File: config.mk
export PLATFORM = sky130hd
export DESIGN_NAME = ert_queue_cell
export DESIGN_NICKNAME = d
export VERILOG_FILES = /design/src/rtl/ert_pkg.sv /design/src/rtl/ert_queue_cell.sv
export SDC_FILE = /design/constraint.sdc
export NUM_CORES = 1
export LEC_CHECK = 0
export ABC_AREA = 1
export BUFFER_PORTS_ARGS = -buffer_cell sky130_fd_sc_hd__buf_2
export CORE_MARGIN = 8
export CORE_UTILIZATION = 44
export CTS_CLUSTER_SIZE = 10
export DETAILED_ROUTE_END_ITERATION = 8
export PLACE_DENSITY = 0.83
export SLEW_MARGIN = 20
export SYNTH_ARGS = -nofsm -noshare
export SYNTH_HDL_FRONTEND = slang
export SYNTH_SLANG_ARGS = --single-unit
File: constraint.sdc
create_clock -name clk_i -period 4.1 [get_ports clk_i]
set_input_delay 0.41 -clock clk_i [delete_from_list [all_inputs] [get_ports clk_i]]
set_output_delay 0.41 -clock clk_i [all_outputs]
set_load 0.05 [all_outputs]
File: src/rtl/ert_pkg.sv
`default_nettype none
package ert_pkg;

  localparam int unsigned READER_SLOTS = 16;
  localparam int unsigned QUEUE_SLOTS  = 32;
  localparam int unsigned MAX_RESULTS  = 32;
  localparam int unsigned REL_CNT_W    = $clog2(MAX_RESULTS + 1);

  localparam int unsigned ID_W     = 32;
  localparam int unsigned EPOCH_W  = 32;
  localparam int unsigned HANDLE_W = 48;
  localparam int unsigned STATUS_W = 3;

  // opcodes
  localparam logic [1:0] OP_ADD_READER = 2'd0;
  localparam logic [1:0] OP_DEL_READER = 2'd1;
  localparam logic [1:0] OP_QUEUE      = 2'd2;
  localparam logic [1:0] OP_TICK       = 2'd3;

  // status codes
  localparam logic [STATUS_W-1:0] STS_OK         = 3'd0;
  localparam logic [STATUS_W-1:0] STS_FULL       = 3'd1;
  localparam logic [STATUS_W-1:0] STS_NO_READER  = 3'd2;
  localparam logic [STATUS_W-1:0] STS_DUP_HANDLE = 3'd3;
  localparam logic [STATUS_W-1:0] STS_DUP_READER = 3'd4;

  typedef struct packed {
    logic               valid;
    logic [ID_W-1:0]    id;
    logic [EPOCH_W-1:0] epoch;
  } rd_entry_t;

  typedef struct packed {
    logic               add;
    logic               remove;
    logic [ID_W-1:0]    id;
    logic [EPOCH_W-1:0] epoch;
  } rd_ctrl_t;

  typedef struct packed {
    logic                valid;
    logic [HANDLE_W-1:0] handle;
    logic [EPOCH_W-1:0]  epoch;
  } q_entry_t;

  typedef struct packed {
    logic                push;
    logic                pop;
    logic [HANDLE_W-1:0] handle;
    logic [EPOCH_W-1:0]  epoch;
  } q_ctrl_t;

endpackage
`default_nettype wire

File: src/rtl/ert_queue_cell.sv
`default_nettype none
module ert_queue_cell (
  input  wire logic              clk_i,
  input  wire logic              rst_ni,
  input  wire ert_pkg::q_ctrl_t  ctrl_i,
  input  wire logic              prev_valid_i,
  input  wire ert_pkg::q_entry_t next_i,
  output ert_pkg::q_entry_t      entry_o,
  output logic                   hit_o
);

  logic                         valid_q;
  logic [ert_pkg::HANDLE_W-1:0] handle_q;
  logic [ert_pkg::EPOCH_W-1:0]  epoch_q;
  logic                         load_new;

  assign hit_o    = valid_q && (handle_q == ctrl_i.handle);
  assign load_new = ctrl_i.push && !valid_q && prev_valid_i;
  assign entry_o  = {valid_q, handle_q, epoch_q};

  always_ff @(posedge clk_i or negedge rst_ni) begin
    if (!rst_ni) begin
      valid_q <= 1'b0;
    end else if (load_new) begin
      valid_q <= 1'b1;
    end else if (ctrl_i.pop) begin
      valid_q <= next_i.valid;
    end
  end

  always_ff @(posedge clk_i) begin
    if (load_new) begin
      handle_q <= ctrl_i.handle;
      epoch_q  <= ctrl_i.epoch;
    end else if (ctrl_i.pop) begin
      handle_q <= next_i.handle;
      epoch_q  <= next_i.epoch;
    end
  end

endmodule
`default_nettype wire

==> results.yml <==
critical_path:
  signal_arrival_time_at_the_worst_endpoint_ns: 2.31
  critPathLaunch: "valid_q"
  setup.worst_path.class: "reg2reg"
  timing.critical_path.fanout_max: 80
  start_kind: "register"
  end_kind: "register"
  critical_path.reg2reg.startpoint: "valid_q"
  crit_required_ns: 4.07
global_routing:
  grt_usage: 0.203
  first_global_vias: 4136
  number_of_antenna_violations_at_the_first_check_in_global_routing: 2
  sum_of_overflow_across_all_layers_after_global_routing: 0
  largest_net_degree_at_the_start_of_global_routing: 81
  wire_length_of_the_first_global_routing_pass_um: 20400
hold_path:
  worst_hold_path_type: "in2reg"
  hold_start: "ctrl_i[80]"
detailed_routing:
  dr.first_iter.drc_count: 203
  route.vias.total: 3693
  first_pass_detailed_route_iteration_total: 5
  post_route_drc_violation_count: 0
  ant_nets: 0
  totalWireLength_um: 13500
  drt-wirelength-per-cell_um: 17.1
  avgViaCountPerCell: 4.69
power:
  vdd_drop_max_v: 0.000229
  leakage_nw: 2.86
  power-per-cell-area_mw_per_mm2: 389
synthesis:
  synth-simple-area-share: 0.127
  mappedNetlistArea_sq_mm: 0.00422
  synth.top_cell.area_share: 0.569
  synthXorXnorAreaFrac: 0.0311
  yosys.area_share.adder: 0
  largest_family_of_logic_cells_by_synthesized_area: "multiplexers"
  synth.top_cells.by_count: "114 x sky130_fd_sc_hd__nand2_1, 80 x sky130_fd_sc_hd__edfxtp_1, 57 x sky130_fd_sc_hd__inv_1, 47 x sky130_fd_sc_hd__o21ai_0, 43 x sky130_fd_sc_hd__mux2_2"
  syn-mean-instance-area_sq_um: 10.4
  synth-main-ff-cell: "sky130_fd_sc_hd__edfxtp_1"
  synthArstFlopShare: 0.0123
  ys_seq_elements: 81
  postSynthCellCount: 406
  yosys.cell_types.count: 20
  netlist.top_cell.by_area: "sky130_fd_sc_hd__edfxtp_1"
  post_synthesis_compound_gate_area_fraction: 0.0605
  synth_seq_area_share: 0.575
  synth.top_cells.by_area: "sky130_fd_sc_hd__edfxtp_1 57%, sky130_fd_sc_hd__mux2_2 11%, sky130_fd_sc_hd__nand2_1 10%"
  synth-warning-count: 0
  synth.area.mux_share: 0.136
  synth.net_count: 572
  synth-edff-count: 80
  synthMostInstantiatedCell: "sky130_fd_sc_hd__nand2_1"
floorplan:
  core_region_area_sq_mm: 0.00928
  row_count: 35
  width_of_the_chip_um: 114
  die_area_sq_mm: 0.0130
  die_height_um: 114
  pin_count: 248
  initial_core_util: 0.454
clock_network:
  postCtsSetupBuffers: 0
  insertion_delay_ns: 0.34
  cts-buffers-inserted: 9
  root_buffer: "sky130_fd_sc_hd__clkbuf_8"
  path_clk_slew_ns: 0.09
  cts_hold_buffers: 1
  clockBufferDepth: 2
  tritoncts: "built"
  cts_max_level: 3
  cts-resized-gates: 0
  cts_num_sinks: 81
timing:
  report.final.slew_viol_count: 0
  hold_ws_ns: 0.324
  period_share: 0.570
  timing_worst_slew_pin_value_ns: 1.04
  rsz_0062_raised_after_global_routing: "no"
  setup_skew_ns: 0.00704
  fmaxAchievable_mhz: 428
  worst_slew_margin_rel: 0.308
  finalCriticalPeriod_ns: 2.34
  fin_tns_setup_ns: 0
  setup-violations-final: 0
  hold_viol: 0
cells_and_area:
  layout-drive-gt1-share: 0.480
  areaGrowthSynthToFinish_pct: 37.0
  fin_nets: 819
outcome:
  run_status: "finished, final reports clean"
placement:
  gp_congestion: 0.856
  port_buffers: 247
  dp.final_hpwl_um: 10900
job:
  max_cap_violations: 0
==> cell usage in the layout, fill, tap and decap left out, drive strengths merged <==
cell type | Yosys | final
a21oi | 1 | 1
buf | 10 | 248
bufinv | 0 | 1
clkbuf | 3 | 9
clkinv | 0 | 1
clkinvlp | 0 | 3
dfrtp | 1 | 1
diode | 0 | 1
dlygate4sd3 | 0 | 1
edfxtp | 80 | 80
inv | 58 | 60
mux2 | 49 | 49
nand2 | 114 | 114
nand3 | 3 | 3
nand4 | 1 | 1
nor2 | 22 | 22
o211ai | 2 | 2
o21ai | 47 | 47
xnor2 | 14 | 14
xor2 | 1 | 1
==> routing by layer <==
| metal | GRT usage | wire [um] | up-vias |
|---|---|---|---|
| li1 | - | - | 1836 |
| met1 | 0.189 | 4530 | 1673 |
| met5 | 0 | 8 | - |
| met4 | 0.0790 | 263 | 2 |
| met2 | 0.367 | 6970 | 162 |
| met3 | 0.105 | 1690 | 20 |
==> stage by stage <==
stage	worst slack (ns)	util	instances	power, mW	instance area (sq um)
2_1_floorplan	1.09	-	406	1.47	4220
3_3_place_gp	1.69	0.599	770	1.65	5560
3_5_place_dp	1.65	0.599	770	1.67	5560
4_1_cts	1.67	0.622	787	2.27	5780
5_1_grt	1.56	0.622	788	2.34	5780
6_report	1.76	0.622	788	2.25	5780
==> final timing paths <==
check / slack (ns) / end / cells past startpoint
min reg2reg: 0.63 / valid_q / 2
max reg2reg: 1.76 / handle_q[31] / 3
min in group asynchronous: 0.40 / valid_q / 2
min: 0.32 / valid_q / 2
max in group asynchronous: 3.62 / valid_q / 2
max: 1.76 / handle_q[31] / 3
==> critical path, cell delays in order, from the launching register on <==
cell,delay [ns]
sky130_fd_sc_hd__dfrtp_1,0.40
sky130_fd_sc_hd__inv_2,0.09
sky130_fd_sc_hd__nand3_4,0.44
sky130_fd_sc_hd__nand2_4,0.99
==> cell type report <==
class                   count  area (sq um)
clock inverters             7          78.8
clock buffers               9           124
inverters                  58           218
diodes                      1          2.50
fillers                   825          3510
multi-input cells         254          1510
flip-flops and latches     81          2430
well taps                 129           161
repair buffers            249          1250
==> power by group <==
part,leakage (nW),internal (mW),total [mW],switching [mW]
sequential,0.804,1.00,1.04,0.0375
combinational,1.97,0.187,0.604,0.417
clock,0.0925,0.287,0.604,0.317
==> flip-flops by register name (all words and copies together) (netlist names) <==
signal    count
handle_q     48
epoch_q      32
valid_q       1
==> kinds of logic after synthesis <==
family | Yosys count
buffers and inverters | 71
xor gates and xnor gates | 15
muxes | 49
DFF | 81
AOI/OAI and AO/OA | 50
and+or+nand+nor | 140
(Power assumes the default switching activity.)
