===== config.mk =====
export PLATFORM = sky130hd
export DESIGN_NAME = ert_reader_cell
export DESIGN_NICKNAME = d
export VERILOG_FILES = /design/src/rtl/ert_pkg.sv /design/src/rtl/ert_reader_cell.sv
export SDC_FILE = /design/constraint.sdc
export NUM_CORES = 1
export LEC_CHECK = 0
export ABC_AREA = 1
export BUFFER_PORTS_ARGS = -buffer_cell sky130_fd_sc_hd__buf_4
export CELL_PAD_IN_SITES_DETAIL_PLACEMENT = 1
export CELL_PAD_IN_SITES_GLOBAL_PLACEMENT = 1
export CORE_MARGIN = 1
export CORE_UTILIZATION = 34
export DETAILED_ROUTE_END_ITERATION = 6
export PLACE_DENSITY = 0.87
export REMOVE_ABC_BUFFERS = 1
export SYNTH_ARGS = -nofsm -noshare
export SYNTH_HDL_FRONTEND = slang
export SYNTH_SLANG_ARGS = --single-unit

===== constraint.sdc =====
create_clock -name clk_i -period 4.2 [get_ports clk_i]
set_input_delay 0.63 -clock clk_i [delete_from_list [all_inputs] [get_ports clk_i]]
set_output_delay 0.63 -clock clk_i [all_outputs]
set_load 0.01 [all_outputs]

===== src/rtl/ert_pkg.sv =====
`default_nettype none
package ert_pkg;

  localparam int unsigned READER_SLOTS = 16;
  localparam int unsigned QUEUE_SLOTS  = 32;
  localparam int unsigned MAX_RESULTS  = 32;
  localparam int unsigned REL_CNT_W    = $clog2(MAX_RESULTS + 1);

  localparam int unsigned ID_W     = 32;
  localparam int unsigned EPOCH_W  = 32;
  localparam int unsigned HANDLE_W = 48;
  localparam int unsigned STATUS_W = 3;

  // opcodes
  localparam logic [1:0] OP_ADD_READER = 2'd0;
  localparam logic [1:0] OP_DEL_READER = 2'd1;
  localparam logic [1:0] OP_QUEUE      = 2'd2;
  localparam logic [1:0] OP_TICK       = 2'd3;

  // status codes
  localparam logic [STATUS_W-1:0] STS_OK         = 3'd0;
  localparam logic [STATUS_W-1:0] STS_FULL       = 3'd1;
  localparam logic [STATUS_W-1:0] STS_NO_READER  = 3'd2;
  localparam logic [STATUS_W-1:0] STS_DUP_HANDLE = 3'd3;
  localparam logic [STATUS_W-1:0] STS_DUP_READER = 3'd4;

  typedef struct packed {
    logic               valid;
    logic [ID_W-1:0]    id;
    logic [EPOCH_W-1:0] epoch;
  } rd_entry_t;

  typedef struct packed {
    logic               add;
    logic               remove;
    logic [ID_W-1:0]    id;
    logic [EPOCH_W-1:0] epoch;
  } rd_ctrl_t;

  typedef struct packed {
    logic                valid;
    logic [HANDLE_W-1:0] handle;
    logic [EPOCH_W-1:0]  epoch;
  } q_entry_t;

  typedef struct packed {
    logic                push;
    logic                pop;
    logic [HANDLE_W-1:0] handle;
    logic [EPOCH_W-1:0]  epoch;
  } q_ctrl_t;

endpackage
`default_nettype wire


===== src/rtl/ert_reader_cell.sv =====
`default_nettype none
module ert_reader_cell (
  input  wire logic               clk_i,
  input  wire logic               rst_ni,
  input  wire ert_pkg::rd_ctrl_t  ctrl_i,
  input  wire logic               prev_valid_i,
  input  wire logic               after_i,
  input  wire ert_pkg::rd_entry_t next_i,
  output ert_pkg::rd_entry_t      entry_o,
  output logic                    hit_o,
  output logic                    after_o
);

  logic                        valid_q;
  logic [ert_pkg::ID_W-1:0]    id_q;
  logic [ert_pkg::EPOCH_W-1:0] epoch_q;
  logic                        load_new;
  logic                        shift;

  assign hit_o    = valid_q && (id_q == ctrl_i.id);
  assign after_o  = hit_o || after_i;
  assign load_new = ctrl_i.add && !valid_q && prev_valid_i;
  // close the gap left by a removed reader
  assign shift    = ctrl_i.remove && after_o;
  assign entry_o  = {valid_q, id_q, epoch_q};

  always_ff @(posedge clk_i or negedge rst_ni) begin
    if (!rst_ni) begin
      valid_q <= 1'b0;
    end else if (load_new) begin
      valid_q <= 1'b1;
    end else if (shift) begin
      valid_q <= next_i.valid;
    end
  end

  always_ff @(posedge clk_i) begin
    if (load_new) begin
      id_q    <= ctrl_i.id;
      epoch_q <= ctrl_i.epoch;
    end else if (shift) begin
      id_q    <= next_i.id;
      epoch_q <= next_i.epoch;
    end
  end

endmodule
`default_nettype wire


==> metrics.txt, run 1 <==
run status completed; # port buffers roughly 200; FF+latch area around 0.002 sq mm; final-report max-slew violation count 0; CTS tree done; Post-Synth XOR/XNOR Area roughly 1.7%; DRC viols 0; detailed placer's ending HPWL about 9400 microns; proportion of layout cells with a drive suffix above 1 between 40% and 50%; r2r startpoint id_q[26]$_DFFE_PP_; top post-synthesis cells by area edfxtp_1 (54%), mux2_2 (12%), nand2_1 (11%); post-synthesis sequential area ratio between 50 and 60%; crit path kind reg2reg; area of the mapped netlist 0.00354 sq mm; clock buffer depth 2; Rows 36; post-synthesis cell type count 23; die area 0.0108 sq mm; synth-to-layout area growth 51.1%; global-route wire length before repair roughly 19000 microns; Final Hold Viols 0; max cap viols 0; post-synthesis adder-cell area fraction 0%; worst-margin pin slew 890 ps; Arr. time, crit path ~2600 ps; Peak VDD IR between 0.15 and 0.2 mV; area occupied by multi-input gates 0.00132 sq mm; largest net degree at the start of global routing 65; Die Span Y 104 microns; crit path from id_q[26]$_DFFE_PP_; Initial DRT Pass Iterations 4; Hold WC Path Type in2async; Final min period between 2000 and 3000 ps; Final Util a little over half; met2 Use GR 42.0%; post-synth top area share around 54%; Mapped Cells 360; clk sinks 65; die width around 100 microns; drt initial violations approximately 120; largest family of logic cells by synthesized area simple AND/OR/NAND/NOR gates; GRT Max-Usage Layer met2; setup tns final 0 ps; final WL between 10000 and 15000 microns; Static Leak ~2.6 nW; met1 usage between 20% and 30%; vias in the first global route approximately 3900; worst-path fanout max 64; Yosys Warn Count 0; most common cell after layout, fill and taps aside buf_4; Final period util 61.4%; vias 3380; clock slew at reported path FFs 80 ps; Synth Area in Compound Gates ~5%; Routed WL per cell 17.2 microns; RSZ-0062 raised after global routing no; CP Data Required Time roughly 4200 ps; Fmax between 300 and 400 MHz; Final nets about 700; number of nets with antenna violations after detailed routing 0; Filler cells between 1000 and 1500; Num CTS Buffers 9; CORE AREA around 0.01 sq mm; GRT Util Overall ~23%; Initial Utilization a little over a third; # diodes 0; CP endpoint kind register; IO Count 202; Clock Skew ~10 ps; clk root buf clkbuf_8; Yosys reg bits between 60 and 70; grt ovf 0; Simple-Gate Fraction of Synth Area 18.1%; Worst slew margin about two fifths; setup violators final 0; startpoint types register; Placer Congestion between 0.8 and 0.9; Post-CTS Hold Buffers 0; synthesized area per cell between 9 and 10 sq um; most frequent cells in the layout buf_4 (202), nand2_1 (107), edfxtp_1 (64); setup bufs post-CTS 0; mux cell area share after synthesis between 10% and 20%; CTS H-tree depth 3; Yosys top cell by area edfxtp_1; vias per cell ~4.8; met3 usage between 7 and 8%; clock latency on the worst-skew pair roughly 360 ps; CTS resizes 0; Power Density approximately 340 mW/mm^2; initial antenna violation count 0
[per-layer routing]
| layer | vias up | wire (microns) |
|---|---|---|
| met3 | 34 | 948 |
| met2 | 152 | 6270 |
| met4 | 0 | 457 |
| li1 | 1602 | - |
| met5 | - | 0 |
| met1 | 1592 | 4330 |
[worst max-delay path, stage by stage, from the launching register on]
cell and delay, ps:
edfxtp_1 420, xnor2_1 400, nand2_1 110, nor2_1 150, nand2_1 90, nor2_2 120, nand3_2 80, nand2_2 90
nand2_2 70, nand2_4 640
[layout make-up]
class,count,share of cell area [%]
Sequential cell,65,36.3
Timing Repair Buffer,202,28.3
Multi-Input combinational cell,228,24.6
Inverter,56,3.92
Tap cell,133,3.11
Clock buffer,10,2.38
Clock inverter,5,1.33
[sequential cells by signal, summed over array words and instances, names as in the netlist]
signal and count:
id_q 32, epoch_q 32, valid_q 1
[cells by family after synthesis]
family                 count (synthesis)
AO/OA/AOI/OAI                         32
buffers and inverters                 67
flip-flops                            65
multiplexers                          38
XOR/XNOR                               7
AND/OR/NAND/NOR                      151
[cells in the mapped netlist]
cell type and n:
xnor2_1 7, edfxtp_1 64, nand3_2 1, buf_2 5, mux2_2 38, buf_4 2
nand2_2 2, o21ai_0 27, clkbuf_1 1, nand4_1 6, o2111ai_1 5, nand3b_1 1
buf_6 3, nor2_1 14, or2_2 1, nor2_2 2, inv_1 56, nand3b_4 1
nand2_1 108, nor4_1 2, nand3_1 10, dfrtp_1 1, nor3_1 3
[report_power, final]
| part | total [mW] | leakage, nW | switching [mW] | internal [mW] |
|---|---|---|---|---|
| clock | 0.578 | 0.0989 | 0.253 | 0.325 |
| combinational | 0.412 | 1.88 | 0.200 | 0.212 |
| sequential | 0.822 | 0.622 | 0.0332 | 0.789 |
[metrics by stage]
stage	cells	instance area [sq um]	hold WS (ps)	setup slack, ps	power [mW]
floorplan	349	3470	334	949	1.01
global placement	684	5160	410	1440	1.23
detailed placement	684	5160	408	1340	1.25
CTS	699	5360	22.0	1620	1.82
global route	699	5360	18.0	1410	1.89
finish	699	5360	33.5	1620	1.81
[path summary, 6_finish.rpt]
check                                        end  slack [ps]  depth (start not counted)
min in group clk_i           valid_q$_DFFE_PN0P_         530                          3
max in group asynchronous    valid_q$_DFFE_PN0P_        4090                          1
hold reg to reg              valid_q$_DFFE_PN0P_         630                          2
hold / removal               valid_q$_DFFE_PN0P_          30                          1
setup / recovery           epoch_q[26]$_DFFE_PP_        1620                          9
setup reg to reg           epoch_q[26]$_DFFE_PP_        1620                          9
(Power assumes the default switching activity.)
==> run 2, diff against run 1 <==
--- a/config.mk
+++ b/config.mk
@@ -5,14 +5,14 @@
 export SDC_FILE = /design/constraint.sdc
 export NUM_CORES = 1
 export LEC_CHECK = 0
-export ABC_AREA = 1
+export ABC_AREA = 0
 export BUFFER_PORTS_ARGS = -buffer_cell sky130_fd_sc_hd__buf_4
 export CELL_PAD_IN_SITES_DETAIL_PLACEMENT = 1
 export CELL_PAD_IN_SITES_GLOBAL_PLACEMENT = 1
 export CORE_MARGIN = 1
-export CORE_UTILIZATION = 34
+export CORE_UTILIZATION = 33
 export DETAILED_ROUTE_END_ITERATION = 6
-export PLACE_DENSITY = 0.87
+export PLACE_DENSITY = 0.83
 export REMOVE_ABC_BUFFERS = 1
 export SYNTH_ARGS = -nofsm -noshare
 export SYNTH_HDL_FRONTEND = slang
==> constraint.sdc (replaced) <==
create_clock -name clk_i -period 2.6 [get_ports clk_i]
set_input_delay 0.39 -clock clk_i [delete_from_list [all_inputs] [get_ports clk_i]]
set_output_delay 0.39 -clock clk_i [all_outputs]
set_load 0.01 [all_outputs]
==> run 2 against run 1 <==
Compared with the run above:
- worst hold slack better by 300 ps
- final cell count is 22% lower
- clock-buffer cell count is 1 lower
- core utilization is 1.1 points higher
==> metrics.txt, run 2 <==
clk root buf clkbuf_8; top post-synthesis cells by area edfxtp_1 (60%), mux2_2 (22%), xor2_1 (7.6%); RSZ-0062 raised after global routing yes; Routed WL per cell between 15 and 20 microns; Fmax ~400 MHz; synthesized area per cell 15.8 sq um; Yosys top cell by area edfxtp_1; clock latency on the worst-skew pair ~330 ps; Static Leak 2.17 nW; Yosys reg bits 65; global-route wire length before repair ~14000 microns; Num CTS Buffers 9; GRT Util Overall a little under a fifth; CTS tree done; run status completed; Rows 35; Final min period ~2400 ps; Filler cells around 1000; Die Span Y 101 microns; area of the mapped netlist ~0.0032 sq mm; die width just over 100 microns; grt ovf 0; clock slew at reported path FFs roughly 70 ps; detailed placer's ending HPWL between 7000 and 8000 microns; Yosys Warn Count 0; clk sinks between 60 and 70; CP endpoint kind output pin; cell area after layout ~0.0051 sq mm; clock buffer depth 2; synth-to-layout area growth 59.5%; CORE AREA approximately 0.0093 sq mm; DRC viols 0; setup violators final 0; Top FF cell, synth edfxtp_1; ys async rst share ~1.5%; most frequent cells in the layout buf_4 (203), mux2_2 (64), edfxtp_1 (64); Final period util between 90 and 100%; area post-placement 0.00493 sq mm; vias in the first global route about 2800; IO Count ~200; worst-path fanout max 2; area occupied by multi-input gates about 0.0012 sq mm; # port buffers around 200; Top Registers epoch_q (32), id_q (32), valid_q (1); vias per cell between 4 and 5; Peak VDD IR between 0.2 and 0.25 mV; Initial Utilization between 30% and 40%; dpl ws ~240 ps; Power Density approximately 500 mW/mm^2; Worst slew margin between 70 and 80%; post-synthesis cell type count 23; # diodes 0; startpoint types register; max cap viols 0; largest net degree at the start of global routing 67; final WL between 9000 and 10000 microns; Final WS setup approximately 160 ps; Final nets between 500 and 600; Mapped Cells 203; crit path kind reg2out; Placer Congestion 0.713; initial antenna violation count 0; FF+latch area 0.00195 sq mm; Final Hold Viols 0; post-synthesis sequential area ratio 60.6%; CP Data Required Time ~2200 ps; Initial DRT Pass Iterations 4; vias roughly 2500; post-synth top area share between 50% and 60%; top cells by count, synth edfxtp_1 (64), mux2_2 (64), xor2_1 (28); worst-margin pin slew 400 ps; CTS H-tree depth 3; Arr. time, crit path a little over 2000 ps; drt initial violations 52; number of flops mapped to enable cells by yosys 64; final-report max-slew violation count 0; number of nets with antenna violations after detailed routing 0; most common cell after layout, fill and taps aside buf_4; proportion of layout cells with a drive suffix above 1 about 70%; Clock Skew 11.9 ps; Hold WC Path Type in2reg; die area about 0.010 sq mm
run 2: cell count changes after synthesis, sizes merged, moves of 3 or more:
cell | before | now
inv | 56 | 1
nand2 | 110 | 5
nor4 | 2 | 12
nand3 | 11 | 2
xor2 | 0 | 28
nand4 | 6 | 2
o2111ai | 5 | 0
buf | 10 | 6
o21ai | 27 | 0
mux2 | 38 | 64
xnor2 | 7 | 4
nor2 | 16 | 0
run 2: layout make-up:
type,instances,area share [%]
flip-flops and latches,65,38.0
multi-input cells,129,24.1
repair buffers,208,31.5
clock buffers,9,2.42
inverters,1,0.0733
well taps,129,3.15
clock inverters,6,0.709
run 2: where the power goes:
part | internal (mW) | leakage [nW] | switching [mW]
registers | 1.25 | 0.617 | 0.0350
clock network | 0.334 | 0.0745 | 0.395
logic | 0.330 | 1.47 | 0.227
run 2: worst max-delay path, cell delays in order, from the launching register on:
cell      delay (ps)
edfxtp_1         420
xor2_1           180
nor4_2           280
buf_4            150
nand4_1          110
nor4_2           320
or2_2            160
buf_4            110
run 2: path summary, 6_finish.rpt:
path | slack, ps | end | from | cells past startpoint
max in group asynchronous | 2120 | valid_q$_DFFE_PN0P_ | rst_ni | 2
worst min-delay path | 330 | valid_q$_DFFE_PN0P_ | next_i[64] | 3
min in group asynchronous | 400 | valid_q$_DFFE_PN0P_ | rst_ni | 2
worst max register to register | 350 | id_q[31]$_DFFE_PP_ | id_q[25]$_DFFE_PP_ | 6
worst max-delay path | 160 | after_o | id_q[25]$_DFFE_PP_ | 7
worst min register to register | 700 | valid_q$_DFFE_PN0P_ | valid_q$_DFFE_PN0P_ | 2
run 2: cell families (layout without fill, tap and decap cells):
| group | after synthesis | count (layout) | share of synthesized area [%] |
|---|---|---|---|
| flops | 65 | 65 | 60.6 |
| buf+inv | 9 | 224 | 1.36 |
| xor+xnor | 32 | 32 | 8.73 |
| compound gates | 2 | 2 | 0.506 |
| simple gates | 30 | 30 | 6.00 |
| mux | 65 | 65 | 22.8 |
run 2: timing repair:
| item | in CTS | in global routing |
|---|---|---|
| setup buffers | 0 | 1 |
| resized for setup | 1 | 1 |
| pin swaps | 0 | 1 |
| hold endpoints to repair | 1 | 0 |
| endpoints found under the setup margin | 1 | 2 |
| hold buffers | 1 | 0 |
run 2: through the flow:
stage	setup TNS, ps	power [mW]	hold slack, ps	std cells	util (%)
floorplan	-152980	1.53	94.4	195	-
global placement	0	1.85	166	530	52.9
detailed placement	0	1.87	167	530	52.9
CTS	0	2.60	318	546	54.8
global route	-47.0	2.69	330	547	54.9
finish	0	2.57	330	547	54.9
run 2: per-layer routing:
metal | up-vias | share of wire, % | track usage [%]
li1 | 1204 | - | -
met4 | 0 | 1.5 | 5.69
met1 | 1194 | 38 | 20.6
met5 | - | 0 | 0
met2 | 127 | 51 | 33.1
met3 | 10 | 9.5 | 7.21
